## src/rtl/tpdc_pkg.sv

```systemverilog
package tpdc_pkg;

  localparam int ADC_BITS   = 12;
  localparam int PWM_PERIOD = 1000;
  localparam int DUTY_W     = 10;
  localparam int DUTY_MAX   = (PWM_PERIOD < 1023) ? PWM_PERIOD : 1023;

  localparam int ADC_FULL   = 4095;
  localparam int R_PULLUP   = 10000;
  localparam int R_SPLIT_LO = 1918;
  localparam int R_SPLIT_HI = 5932;

  // Resistance at or below a split point is the same as the code being at or above a threshold.
  localparam int SEG1_MIN_CODE =
    (R_PULLUP * ADC_FULL + R_PULLUP + R_SPLIT_LO - 1) / (R_PULLUP + R_SPLIT_LO);
  localparam int SEG2_MIN_CODE =
    (R_PULLUP * ADC_FULL + R_PULLUP + R_SPLIT_HI - 1) / (R_PULLUP + R_SPLIT_HI);

  // Temperature is floor((code * K1 - (4095 - code) * K2) / (250 * code)) in Q8.8.
  localparam int SEG1_K1 = 64 * 116240 + 125;
  localparam int SEG1_K2 = 64000 * 275;
  localparam int SEG2_K1 = 64 * 78917 + 125;
  localparam int SEG2_K2 = 64000 * 76;
  localparam int SEG3_K1 = 64 * 47710 + 125;
  localparam int SEG3_K2 = 64000 * 22;

  localparam int TEMP_MAX     = 32767;
  localparam int TEMP_MIN_MAG = 32768;

  localparam int MUL_AW = ((ADC_BITS > 16) ? ADC_BITS : 16) + 1;
  localparam int MUL_BW = 26;
  localparam int PROD_W = MUL_AW + MUL_BW;
  localparam int NUM_W  = PROD_W + 1;
  localparam int DEN_W  = ADC_BITS + 8;
  localparam int CNT_W  = $clog2(NUM_W + 1);
  localparam int UPC_W  = 4;

  typedef logic [UPC_W-1:0] upc_t;

  localparam upc_t UA_IDLE     = 4'd0;
  localparam upc_t UA_DISPATCH = 4'd1;
  localparam upc_t UA_SAMPLE   = 4'd2;
  localparam upc_t UA_MUL_POS  = 4'd3;
  localparam upc_t UA_MUL_NEG  = 4'd4;
  localparam upc_t UA_SUB      = 4'd5;
  localparam upc_t UA_DIV_INIT = 4'd6;
  localparam upc_t UA_DIV_STEP = 4'd7;
  localparam upc_t UA_TEMP     = 4'd8;
  localparam upc_t UA_ERR      = 4'd9;
  localparam upc_t UA_SLOPE    = 4'd10;
  localparam upc_t UA_TEMP_MIN = 4'd11;
  localparam upc_t UA_TARGET   = 4'd12;
  localparam upc_t UA_TICK     = 4'd13;
  localparam upc_t UA_EMIT     = 4'd14;

  typedef enum logic [1:0] {
    ACT_SAMPLE = 2'd0,
    ACT_TARGET = 2'd1,
    ACT_TICK   = 2'd2
  } action_e;

  typedef enum logic [1:0] {
    REG_DUTY_LOW   = 2'd0,
    REG_DUTY_HIGH  = 2'd1,
    REG_SLOPE_GAIN = 2'd2,
    REG_STEP_SHIFT = 2'd3
  } cfg_reg_e;

  typedef enum logic [1:0] {
    SEG_HOT,
    SEG_MID,
    SEG_COLD
  } seg_e;

  typedef enum logic [3:0] {
    UOP_NOP,
    UOP_SEG,
    UOP_MUL_POS,
    UOP_MUL_NEG,
    UOP_SUB,
    UOP_DIV_INIT,
    UOP_DIV_STEP,
    UOP_TEMP,
    UOP_TEMP_MIN,
    UOP_ERR_SLOPE,
    UOP_SLOPE,
    UOP_SETPT,
    UOP_TICK,
    UOP_EMIT
  } uop_e;

  typedef enum logic [2:0] {
    JMP_NEXT,
    JMP_GOTO,
    JMP_ACCEPT,
    JMP_ACTION,
    JMP_ZERO,
    JMP_DIV,
    JMP_OUT
  } jmp_e;

  typedef struct packed {
    uop_e uop;
    jmp_e jmp;
    upc_t target;
  } ctrl_t;

  typedef struct packed {
    action_e             action;
    logic [ADC_BITS-1:0] adc_sample;
    logic [7:0]          target_degrees;
  } in_item_t;

  typedef struct packed {
    logic [DUTY_W-1:0]  duty;
    logic signed [7:0]  temp_whole;
    logic signed [15:0] temp_fixed;
  } out_item_t;

  function automatic ctrl_t tpdc_ucode(input upc_t upc);
    ctrl_t w;
    w = '{uop: UOP_NOP, jmp: JMP_GOTO, target: UA_IDLE};
    case (upc)
      UA_IDLE:     w = '{uop: UOP_NOP,       jmp: JMP_ACCEPT, target: UA_DISPATCH};
      UA_DISPATCH: w = '{uop: UOP_NOP,       jmp: JMP_ACTION, target: UA_EMIT};
      UA_SAMPLE:   w = '{uop: UOP_SEG,       jmp: JMP_ZERO,   target: UA_TEMP_MIN};
      UA_MUL_POS:  w = '{uop: UOP_MUL_POS,   jmp: JMP_NEXT,   target: UA_IDLE};
      UA_MUL_NEG:  w = '{uop: UOP_MUL_NEG,   jmp: JMP_NEXT,   target: UA_IDLE};
      UA_SUB:      w = '{uop: UOP_SUB,       jmp: JMP_NEXT,   target: UA_IDLE};
      UA_DIV_INIT: w = '{uop: UOP_DIV_INIT,  jmp: JMP_NEXT,   target: UA_IDLE};
      UA_DIV_STEP: w = '{uop: UOP_DIV_STEP,  jmp: JMP_DIV,    target: UA_DIV_STEP};
      UA_TEMP:     w = '{uop: UOP_TEMP,      jmp: JMP_NEXT,   target: UA_IDLE};
      UA_ERR:      w = '{uop: UOP_ERR_SLOPE, jmp: JMP_NEXT,   target: UA_IDLE};
      UA_SLOPE:    w = '{uop: UOP_SLOPE,     jmp: JMP_GOTO,   target: UA_EMIT};
      UA_TEMP_MIN: w = '{uop: UOP_TEMP_MIN,  jmp: JMP_GOTO,   target: UA_ERR};
      UA_TARGET:   w = '{uop: UOP_SETPT,     jmp: JMP_GOTO,   target: UA_EMIT};
      UA_TICK:     w = '{uop: UOP_TICK,      jmp: JMP_NEXT,   target: UA_IDLE};
      UA_EMIT:     w = '{uop: UOP_EMIT,      jmp: JMP_OUT,    target: UA_IDLE};
      default:     w = '{uop: UOP_NOP,       jmp: JMP_GOTO,   target: UA_IDLE};
    endcase
    return w;
  endfunction

endpackage

```

## src/rtl/thermistor_pd_duty_controller.sv

```systemverilog
// Channel | Direction | Handshake                | Beat
// in      | input     | in_valid_i / in_stall_o  | in_item_i: action, ADC code, setpoint
// out     | output    | out_valid_o / out_stall_i| out_item_o: duty, temperature
// cfg     | input     | cfg_valid_i / cfg_ready_o| cfg_index_i, cfg_data_i
//
// A sample beat keeps the input closed from acceptance until the next beat can be
// taken; on the way it runs the one-bit-per-cycle divider that forms the temperature.
// A sample with code zero, a target beat or a tick beat skips the divider.
// Reset returns the sequencer to idle, loads the register reset values and empties
// the output register. A stalled result waits in the output register; only the
// final step of the next item waits for it.
module thermistor_pd_duty_controller (
  input  logic                clk_i,
  input  logic                rst_ni,
  input  logic                in_valid_i,
  output logic                in_stall_o,
  input  tpdc_pkg::in_item_t  in_item_i,
  output logic                out_valid_o,
  input  logic                out_stall_i,
  output tpdc_pkg::out_item_t out_item_o,
  input  logic                cfg_valid_i,
  output logic                cfg_ready_o,
  input  logic [1:0]          cfg_index_i,
  input  logic [9:0]          cfg_data_i
);
  import tpdc_pkg::*;

  upc_t  upc_q, upc_d;
  ctrl_t ctrl;

  in_item_t item_q;
  logic [DUTY_W-1:0] duty_low_q, duty_high_q, duty_q;
  logic [7:0] gain_q;
  logic [2:0] shift_q;
  logic signed [15:0] temp_q, prev_q;
  logic signed [16:0] err_q;
  logic signed [23:0] slope_q;
  logic [7:0] setpt_q;

  seg_e seg_q, seg_d;
  logic [DEN_W-1:0] den_q, den_d;
  logic signed [MUL_AW-1:0] code_ext, code_rest, mul_a;
  logic signed [MUL_BW-1:0] k1, k2, mul_b;
  logic signed [PROD_W-1:0] prod_q, prod_d;
  logic signed [NUM_W-1:0] acc_q;
  logic [NUM_W-1:0] dvd_q;
  logic [DEN_W-1:0] rem_q, rem_d;
  logic [DEN_W:0] rem_shift;
  logic qbit;
  logic neg_q;
  logic [CNT_W-1:0] cnt_q;
  logic [NUM_W:0] qmag;
  logic signed [15:0] temp_div;

  logic signed [16:0] diff;
  logic [17:0] err_wide;
  logic signed [16:0] err_d;
  logic signed [23:0] slope_d;

  logic signed [24:0] sum, shifted;
  logic signed [17:0] step, duty_ext, duty_new;
  logic move_ok;
  logic [DUTY_W-1:0] duty_d;
  logic [7:0] whole;

  out_item_t out_q;
  logic out_valid_q;
  logic accept, out_free;

  assign ctrl        = tpdc_ucode(upc_q);
  assign in_stall_o  = (upc_q != UA_IDLE);
  assign accept      = in_valid_i && !in_stall_o;
  assign out_free    = !out_valid_q || !out_stall_i;
  assign out_valid_o = out_valid_q;
  assign out_item_o  = out_q;
  assign cfg_ready_o = 1'b1;

  always_comb begin
    upc_d = upc_q + 1'b1;
    case (ctrl.jmp)
      JMP_NEXT:   upc_d = upc_q + 1'b1;
      JMP_GOTO:   upc_d = ctrl.target;
      JMP_ACCEPT: upc_d = in_valid_i ? ctrl.target : upc_q;
      JMP_ACTION: begin
        case (item_q.action)
          ACT_SAMPLE: upc_d = UA_SAMPLE;
          ACT_TARGET: upc_d = UA_TARGET;
          ACT_TICK:   upc_d = UA_TICK;
          default:    upc_d = ctrl.target;
        endcase
      end
      JMP_ZERO:   upc_d = (item_q.adc_sample == '0) ? ctrl.target : upc_q + 1'b1;
      JMP_DIV:    upc_d = (cnt_q != CNT_W'(1)) ? ctrl.target : upc_q + 1'b1;
      JMP_OUT:    upc_d = out_free ? ctrl.target : upc_q;
      default:    upc_d = UA_IDLE;
    endcase
  end

  assign code_ext  = MUL_AW'(item_q.adc_sample);
  assign code_rest = MUL_AW'(ADC_FULL) - code_ext;

  always_comb begin
    if (code_ext >= MUL_AW'(SEG1_MIN_CODE)) begin
      seg_d = SEG_HOT;
    end else if (code_ext >= MUL_AW'(SEG2_MIN_CODE)) begin
      seg_d = SEG_MID;
    end else begin
      seg_d = SEG_COLD;
    end
  end

  assign den_d = {item_q.adc_sample, 8'b0} - DEN_W'({item_q.adc_sample, 2'b0})
               - DEN_W'({item_q.adc_sample, 1'b0});

  always_comb begin
    case (seg_q)
      SEG_HOT: begin
        k1 = MUL_BW'(SEG1_K1);
        k2 = MUL_BW'(SEG1_K2);
      end
      SEG_MID: begin
        k1 = MUL_BW'(SEG2_K1);
        k2 = MUL_BW'(SEG2_K2);
      end
      default: begin
        k1 = MUL_BW'(SEG3_K1);
        k2 = MUL_BW'(SEG3_K2);
      end
    endcase
  end

  assign diff = 17'(temp_q) - 17'(prev_q);

  always_comb begin
    case (ctrl.uop)
      UOP_MUL_POS: begin
        mul_a = code_ext;
        mul_b = k1;
      end
      UOP_MUL_NEG: begin
        mul_a = code_rest;
        mul_b = k2;
      end
      UOP_ERR_SLOPE: begin
        mul_a = MUL_AW'(diff);
        mul_b = MUL_BW'(gain_q);
      end
      default: begin
        mul_a = '0;
        mul_b = '0;
      end
    endcase
  end

  assign prod_d = mul_a * mul_b;

  assign rem_shift = {rem_q, dvd_q[NUM_W-1]};
  assign qbit      = (rem_shift >= {1'b0, den_q});
  always_comb begin
    if (qbit) begin
      rem_d = DEN_W'(rem_shift - {1'b0, den_q});
    end else begin
      rem_d = rem_shift[DEN_W-1:0];
    end
  end

  // Floor of a negative quotient is one further down when the division leaves a remainder.
  assign qmag = {1'b0, dvd_q} + (NUM_W+1)'(neg_q && (rem_q != '0));
  always_comb begin
    if (neg_q) begin
      temp_div = (qmag > (NUM_W+1)'(TEMP_MIN_MAG)) ? 16'sh8000 : 16'(16'd0 - qmag[15:0]);
    end else begin
      temp_div = (qmag > (NUM_W+1)'(TEMP_MAX)) ? 16'sh7FFF : qmag[15:0];
    end
  end

  assign err_wide = 18'(temp_q) - 18'({setpt_q, 8'b0});
  always_comb begin
    if (err_wide[17] != err_wide[16]) begin
      err_d = err_wide[17] ? 17'sh10000 : 17'sh0FFFF;
    end else begin
      err_d = err_wide[16:0];
    end
  end

  always_comb begin
    if ((&prod_q[PROD_W-1:23]) || !(|prod_q[PROD_W-1:23])) begin
      slope_d = prod_q[23:0];
    end else begin
      slope_d = prod_q[PROD_W-1] ? 24'sh800000 : 24'sh7FFFFF;
    end
  end

  assign sum      = 25'(err_q) + 25'(slope_q);
  assign shifted  = sum >>> (5'd8 + 5'(shift_q));
  assign step     = 18'(shifted);
  assign duty_ext = 18'(duty_q);
  assign duty_new = duty_ext + step;
  assign move_ok  = ((duty_q > duty_low_q) && (duty_q < duty_high_q))
                 || ((duty_q <= duty_low_q) && !sum[24] && (sum != '0))
                 || ((duty_q >= duty_high_q) && sum[24]);

  always_comb begin
    if (duty_new[17]) begin
      duty_d = '0;
    end else if (duty_new > 18'(DUTY_MAX)) begin
      duty_d = DUTY_W'(DUTY_MAX);
    end else begin
      duty_d = duty_new[DUTY_W-1:0];
    end
  end

  assign whole = 8'(temp_q >>> 8) + 8'(temp_q[15] && (temp_q[7:0] != '0));

  always_ff @(posedge clk_i or negedge rst_ni) begin
    if (!rst_ni) begin
      upc_q       <= UA_IDLE;
      out_valid_q <= 1'b0;
      cnt_q       <= '0;
      duty_low_q  <= DUTY_W'(50);
      duty_high_q <= DUTY_W'(950);
      gain_q      <= 8'd9;
      shift_q     <= 3'd1;
      temp_q      <= '0;
      prev_q      <= '0;
      err_q       <= '0;
      slope_q     <= '0;
      setpt_q     <= '0;
      duty_q      <= DUTY_W'(100);
    end else begin
      upc_q <= upc_d;
      if ((ctrl.uop == UOP_EMIT) && out_free) begin
        out_valid_q <= 1'b1;
      end else if (out_valid_q && !out_stall_i) begin
        out_valid_q <= 1'b0;
      end
      if (cfg_valid_i && cfg_ready_o) begin
        case (cfg_index_i)
          REG_DUTY_LOW:   duty_low_q  <= cfg_data_i;
          REG_DUTY_HIGH:  duty_high_q <= cfg_data_i;
          REG_SLOPE_GAIN: gain_q      <= cfg_data_i[7:0];
          REG_STEP_SHIFT: shift_q     <= cfg_data_i[2:0];
          default: ;
        endcase
      end
      case (ctrl.uop)
        UOP_DIV_INIT: cnt_q <= CNT_W'(NUM_W);
        UOP_DIV_STEP: cnt_q <= cnt_q - 1'b1;
        UOP_TEMP:     temp_q <= temp_div;
        UOP_TEMP_MIN: temp_q <= 16'sh8000;
        UOP_ERR_SLOPE: err_q <= err_d;
        UOP_SLOPE: begin
          slope_q <= slope_d;
          prev_q  <= temp_q;
        end
        UOP_SETPT: setpt_q <= item_q.target_degrees;
        UOP_TICK: begin
          if (move_ok) begin
            duty_q <= duty_d;
          end
        end
        default: ;
      endcase
    end
  end

  always_ff @(posedge clk_i) begin
    if (accept) begin
      item_q <= in_item_i;
    end
    case (ctrl.uop)
      UOP_SEG: begin
        seg_q <= seg_d;
        den_q <= den_d;
      end
      UOP_MUL_POS: prod_q <= prod_d;
      UOP_MUL_NEG: begin
        prod_q <= prod_d;
        acc_q  <= NUM_W'(prod_q);
      end
      UOP_SUB: acc_q <= acc_q - NUM_W'(prod_q);
      UOP_DIV_INIT: begin
        neg_q <= acc_q[NUM_W-1];
        dvd_q <= acc_q[NUM_W-1] ? (~acc_q) + NUM_W'(1) : acc_q;
        rem_q <= '0;
      end
      UOP_DIV_STEP: begin
        rem_q <= rem_d;
        dvd_q <= {dvd_q[NUM_W-2:0], qbit};
      end
      UOP_ERR_SLOPE: prod_q <= prod_d;
      UOP_EMIT: begin
        if (out_free) begin
          out_q.duty       <= duty_q;
          out_q.temp_whole <= whole;
          out_q.temp_fixed <= temp_q;
        end
      end
      default: ;
    endcase
  end

endmodule

```

## config.mk

```make
export PLATFORM = sky130hd
export DESIGN_NAME = thermistor_pd_duty_controller
export DESIGN_NICKNAME = d
export VERILOG_FILES = /design/src/rtl/tpdc_pkg.sv /design/src/rtl/thermistor_pd_duty_controller.sv
export SDC_FILE = /design/constraint.sdc
export NUM_CORES = 2
export LEC_CHECK = 0
export BUFFER_PORTS_ARGS = -buffer_cell sky130_fd_sc_hd__buf_2
export CAP_MARGIN = 25
export CELL_PAD_IN_SITES_DETAIL_PLACEMENT = 2
export CELL_PAD_IN_SITES_GLOBAL_PLACEMENT = 2
export CORE_UTILIZATION = 45
export DETAILED_ROUTE_END_ITERATION = 8
export PLACE_DENSITY = 0.9
export SYNTH_ARGS = -nofsm -noshare
export SYNTH_HDL_FRONTEND = slang
export SYNTH_SLANG_ARGS = --single-unit
```

## constraint.sdc

```tcl
create_clock -name clk_i -period 21.1 [get_ports clk_i]
set_clock_uncertainty 0.05 [all_clocks]
set_input_delay 4.22 -clock clk_i [delete_from_list [all_inputs] [get_ports clk_i]]
set_output_delay 4.22 -clock clk_i [all_outputs]
set_load 0.03 [all_outputs]
```

* Yosys cells after proc, flatten, opt, wreduce, memory -nomap -nowiden *
Memory sizes are Yosys's and may differ from the RTL's.
Cells that the tools add are included.
W data, S select, Z words.

word-level totals
  flip-flop bits (word level) = 363
  memory bits (read-only) = 176
  input bits = 39
  output and inout port bits = 37
  word-level logic and storage cells = 155
  memories kept = 1

memories
  name              depth  width  rd ports  clocked after Yosys merged registers in  wr ports  line             text
  (name not given)  16     11     1         0                                        0         tpdc_pkg.sv:123  case (upc)

cells by class
  add/subtract/negate cells = 16
  multiply operators = 1
  $lt $le $gt $ge = 10
  equal/unequal tests = 29
  shift-type cells = 1
  multiplexer cells = 29
  bitwise gates (word level) = 1
  reduce and logical (&&, ||, !) cells = 41

operator list
  kind                     number
  $pmux W44 S2             2
  $pmux W25 S3             1
  $pmux W17 S3             1
  $pmux W25 S2             1
  $mux W16                 3
  $mux W24                 2
  $pmux W23 S2             1
  $add A44 B1 Y45          1
  $gt A45 B15 Y1 const B   1
  $gt A45 B16 Y1 const B   1
  $add A44 B2 Y44 const B  1
  $mux W44                 1
  $not A44 Y44             1
  $sub A44 B43 Y44         1
  $mul A17 B26 Y43         1
  $pmux W20 S2             1
  $mux W17                 2
  $pmux W16 S2             1
  $pmux W4 S7              1
  $add A17 B24 Y25         1
  $reduce_bool A25 Y1      1
  $sshr A25 B5 Y18         1
  $eq A4 B4 Y1 const B     6
  $ge A12 B12 Y1 const B   2
  50 further kinds         93

* Longest topological paths before layout *
  depth after elaboration = 7
  mapped depth = 40
  mapped depth without buffers = 39

* Worst setup path after synthesis *
Ideal clock, no wire load.

  path type = reg2reg
  from = reg temp_q[0]
  to = reg prod_q[39] (data pin)
  setup time = 274 ps
  arrival = 8,871 ps
  data required time = 20,776 ps
  setup slack = 11,905 ps
  cell stages (with the launch flop) = 39
  path buffers = 2
  period minus slack after synthesis = 9,195 ps
  cells stage by stage = dfrtp_1 inv_1 ha_1 fa_1 nor2b_1 o21ai_0 a21boi_0 o21ai_0 a21boi_0 o21ai_0 a21boi_0 o21ai_0 a211oi_1 o21ai_0 a22o_1 clkbuf_1 inv_1 nor2_1 [... 3 more ...] fa_1 fa_1 inv_1 fa_1 inv_1 ha_1 clkbuf_1 a21o_1 a21o_1 a21oi_1 nor2_1 a221oi_1 a211oi_1 a211o_1 a41o_1 nor4_1 o41ai_1 xor2_1

on the way
  word-level cells in the longest chain between the ends = 3

RTL lines
  what                      line                                  text
  start: declaration        thermistor_pd_duty_controller.sv:35   logic signed [15:0] temp_q, prev_q;
  start signal: assignment  thermistor_pd_duty_controller.sv:249  UOP_TEMP: temp_q <= temp_div;
  $sub A16 B16 Y17          thermistor_pd_duty_controller.sv:132  assign diff = 17'(temp_q) - 17'(prev_q);
  $pmux W17 S3              thermistor_pd_duty_controller.sv:135  case (ctrl.uop)
  $mul A17 B26 Y43          thermistor_pd_duty_controller.sv:155  assign prod_d = mul_a * mul_b;
  net prod_d[39]            thermistor_pd_duty_controller.sv:44   logic signed [PROD_W-1:0] prod_q, prod_d;
  end signal: assignment    thermistor_pd_duty_controller.sv:276  UOP_MUL_POS: prod_q <= prod_d;
  end signal: assignment    thermistor_pd_duty_controller.sv:278  prod_q <= prod_d;
  end signal: assignment    thermistor_pd_duty_controller.sv:291  UOP_ERR_SLOPE: prod_q <= prod_d;
  end: declaration          thermistor_pd_duty_controller.sv:44

The timed path passes the listed nets, and every way through them passes these cells.
A chain may end at the register's enable or synchronous reset.

* Worst setup path in the final report *
  from = reg temp_q[0]
  to = reg prod_q[40] (data pin)

The elaborated chain is that of the path after synthesis.

==> results.py <==
metrics = {
    "status": {
        "status": "complete, no violations",
    },
    "hold_path": {
        "hp-class": "register to register",
    },
    "sta": {
        "timing.final.crit_period_ns": 12.54,
        "fin_crit_sh_pct": 59.4,
        "grt_setup_unrepaired": "false",
        "setup_tns_ns": 0,
        "finalHoldViolCount": 0,
        "worst_slew_pin_slew_ns": 1.23,
        "setup_violations": 0,
        "drv_slew": 0,
        "setup_ws_ns": 8.56,
        "fmax_mhz": 79.7,
        "maxSlewHeadroom_pct": 17.4,
    },
    "clock_network": {
        "cts_hold_buf": 0,
        "ctsResizeCount": 0,
        "cts_setup_buffers": 0,
        "cts.sinks": 362,
        "clk_pin_slew_ns": 0.07,
        "h-tree-depth": 2,
        "cts_buffers": 46,
        "cts-root-buf": "clkbuf_16",
        "clockBufferDepth": 3,
        "clkLatencyLatePin_ns": 0.64,
        "tritoncts": "built",
    },
    "drt": {
        "wire_per_inst_um": 36.0,
        "drc": 0,
        "ant_nets": 0,
        "drtPass1Iterations": 8,
        "post_drt_via_cell_ratio": 6.72,
        "via_count": 37100,
        "totalWireLength_um": 199000,
        "drt_iter0_markers": 3821,
    },
    "die": {
        "coreArea_um2": 84000,
        "die_height_um": 294,
        "dieArea_um2": 86200,
        "die_x_um": 294,
        "start_util_pct": 45.6,
        "ios": 76,
        "rows": 106,
    },
    "synth": {
        "synth.avg_cell_area_um2": 8.99,
        "yosys_warnings": 0,
        "yosys_most_used_dff": "edfxtp_1",
        "synth-seq-area-share_pct": 26.7,
        "synthCells": 4260,
        "synth_top_area_share_pct": 18.0,
        "async_flop_share_pct": 36.7,
        "netlist_top_cells_count": "629 x inv_1, 522 x nand2_1, 349 x ha_1",
        "synth_area_leader_cell": "edfxtp_1",
        "yosysMostFrequentCell": "inv_1",
        "yosysUniqueCellTypes": 86,
        "ys_seq_elements": 362,
        "synth_area_leaders": "edfxtp_1 18%, fa_1 18%, ha_1 11%",
        "syn_area_um2": 38300,
        "synth_edf_count": 229,
    },
    "worst_setup_path": {
        "critPathTopFamily": "compound AO/OA/AOI/OAI gates",
        "path_max_fanout": 8,
        "crit_path_start": "temp_q[0]$_DFFE_PN0P_",
        "endpoint": "prod_q[40]$_DFFE_PP_",
        "reg2reg_from": "temp_q[0]$_DFFE_PN0P_",
        "r2r-end": "prod_q[40]$_DFFE_PP_",
        "arrival_ns": 12.85,
        "worstPathRequired_ns": 21.41,
        "cp.depth": 36,
        "path_buf_inv": 4,
        "path_common_cell": "fa_1",
        "rrSetupSlack_ns": 8.56,
        "start_kind": "register",
        "slowest_delay_ns": 0.83,
        "cp-end-kind": "register",
        "reg2reg_depth": 36,
        "path_class": "register to register",
        "critPathSlowestCell": "xnor2_1",
    },
    "place": {
        "dp_hpwl_um": 130000,
        "portBuffers": 74,
        "dpl_cell_area_um2": 40300,
        "place_congestion": 0.905,
        "dp_slack_ns": 9.66,
        "dp_cells": 5434,
    },
    "finish": {
        "final_cells": 5526,
        "final_cell_area_um2": 41900,
        "nets": 5080,
        "areaGrowthSynthToFinish_pct": 9.35,
        "fill_cells": 8806,
        "diodes": 0,
        "drive_gt1_share_pct": 6.79,
    },
    "global_route": {
        "antenna_found_initial": 2,
        "grt_overflow": 0,
        "grt_pass1_wl_um": 291000,
        "grt_max_degree": 77,
        "grtUsageTotal_pct": 45.9,
        "grt_pass1_vias": 42300,
    },
    "run": {
        "maxCapViolations": 0,
    },
}
==> cells in the final DEF, fill, tap and decap left out, drive strengths merged, types with 79 or more instances in the layout <==
master    n
fa      338
o21ai   298
nor2    303
xnor2   111
ha      349
buf     125
edfxtp  229
nand2   522
inv     635
a21o     79
xor2    109
dfrtp   117
a21oi   229
==> tightest hold or removal path: cells and delay by family (launching register included) <==
kind	cells	cell delay (ns)
flops	1	0.33
simple gates	1	0.05
compound gates	1	0.08
==> registers in the layout, indices dropped and copies added, names as in the netlist, 3 cells and up <==
signal and flops:
err_q 17, prev_q 16, slope_q 24, dvd_q 44, out_item_o 34, den_q 19
setpt_q 8, upc_q 4, duty_low_q 10, gain_q 8, acc_q 44, shift_q 3
duty_q 10, item_q 10, code_ext 12, rem_q 20, prod_q 43, cnt_q 6
temp_q 16, duty_high_q 10
==> cell type report <==
type | count | area (um^2) | area share, %
Clock buffer | 66 | 1370 | 3.28
Inverter | 629 | 2360 | 5.64
Tap cell | 1134 | 1420 | 3.39
Sequential cell | 362 | 10200 | 24.4
Clock inverter | 20 | 154 | 0.368
Multi-Input combinational cell | 3189 | 25500 | 60.9
Timing Repair Buffer | 126 | 828 | 1.98
==> metal layers <==
| layer | wire length, um | up-vias | track usage (%) | share of wire (%) |
|---|---|---|---|---|
| li1 | - | 14500 | - | - |
| met4 | 19400 | 4 | 37.2 | 9.7 |
| met3 | 19000 | 1166 | 12.7 | 9.6 |
| met5 | 27 | - | 0 | 0.014 |
| met2 | 93700 | 2607 | 76.0 | 47 |
| met1 | 67000 | 18900 | 49.2 | 34 |
==> through the flow <==
| stage | hold slack [ns] | utilization (%) |
|---|---|---|
| 2_1_floorplan | 0.376 | - |
| 3_3_place_gp | 0.396 | 47.9 |
| 3_5_place_dp | 0.416 | 48.0 |
| 4_1_cts | 0.429 | 49.8 |
| 5_1_grt | 0.460 | 49.9 |
| 6_report | 0.431 | 49.9 |
==> worst min-delay path by stage <==
stage                                    from                      to  slack [ns]  cells after the start
after floorplan           item_q[1]$_DFFE_PP_  setpt_q[1]$_DFFE_PN0N_        0.38                      2
after global placement    item_q[2]$_DFFE_PP_  setpt_q[2]$_DFFE_PN0N_        0.40                      2
after detailed placement  item_q[6]$_DFFE_PP_  setpt_q[6]$_DFFE_PN0N_        0.42                      2
after CTS                 item_q[4]$_DFFE_PP_  setpt_q[4]$_DFFE_PN0N_        0.43                      2
after global routing      item_q[1]$_DFFE_PP_  setpt_q[1]$_DFFE_PN0N_        0.46                      2
final                     item_q[4]$_DFFE_PP_  setpt_q[4]$_DFFE_PN0N_        0.43                      2
==> kinds of logic after synthesis <==
| kind of cell | Yosys count | share of synthesized area [%] |
|---|---|---|
| xor+xnor | 220 | 5.03 |
| flops | 362 | 26.7 |
| buf+inv | 772 | 7.58 |
| fa+ha+maj | 687 | 29.1 |
| compound gates | 894 | 14.6 |
| other cells | 2 | 0.0196 |
| simple gates | 1262 | 15.3 |
| mux | 61 | 1.69 |
Power is left out: the tool's default activity adds up to more than one toggle a clock period on the data nets, which glitch-free logic cannot reach.
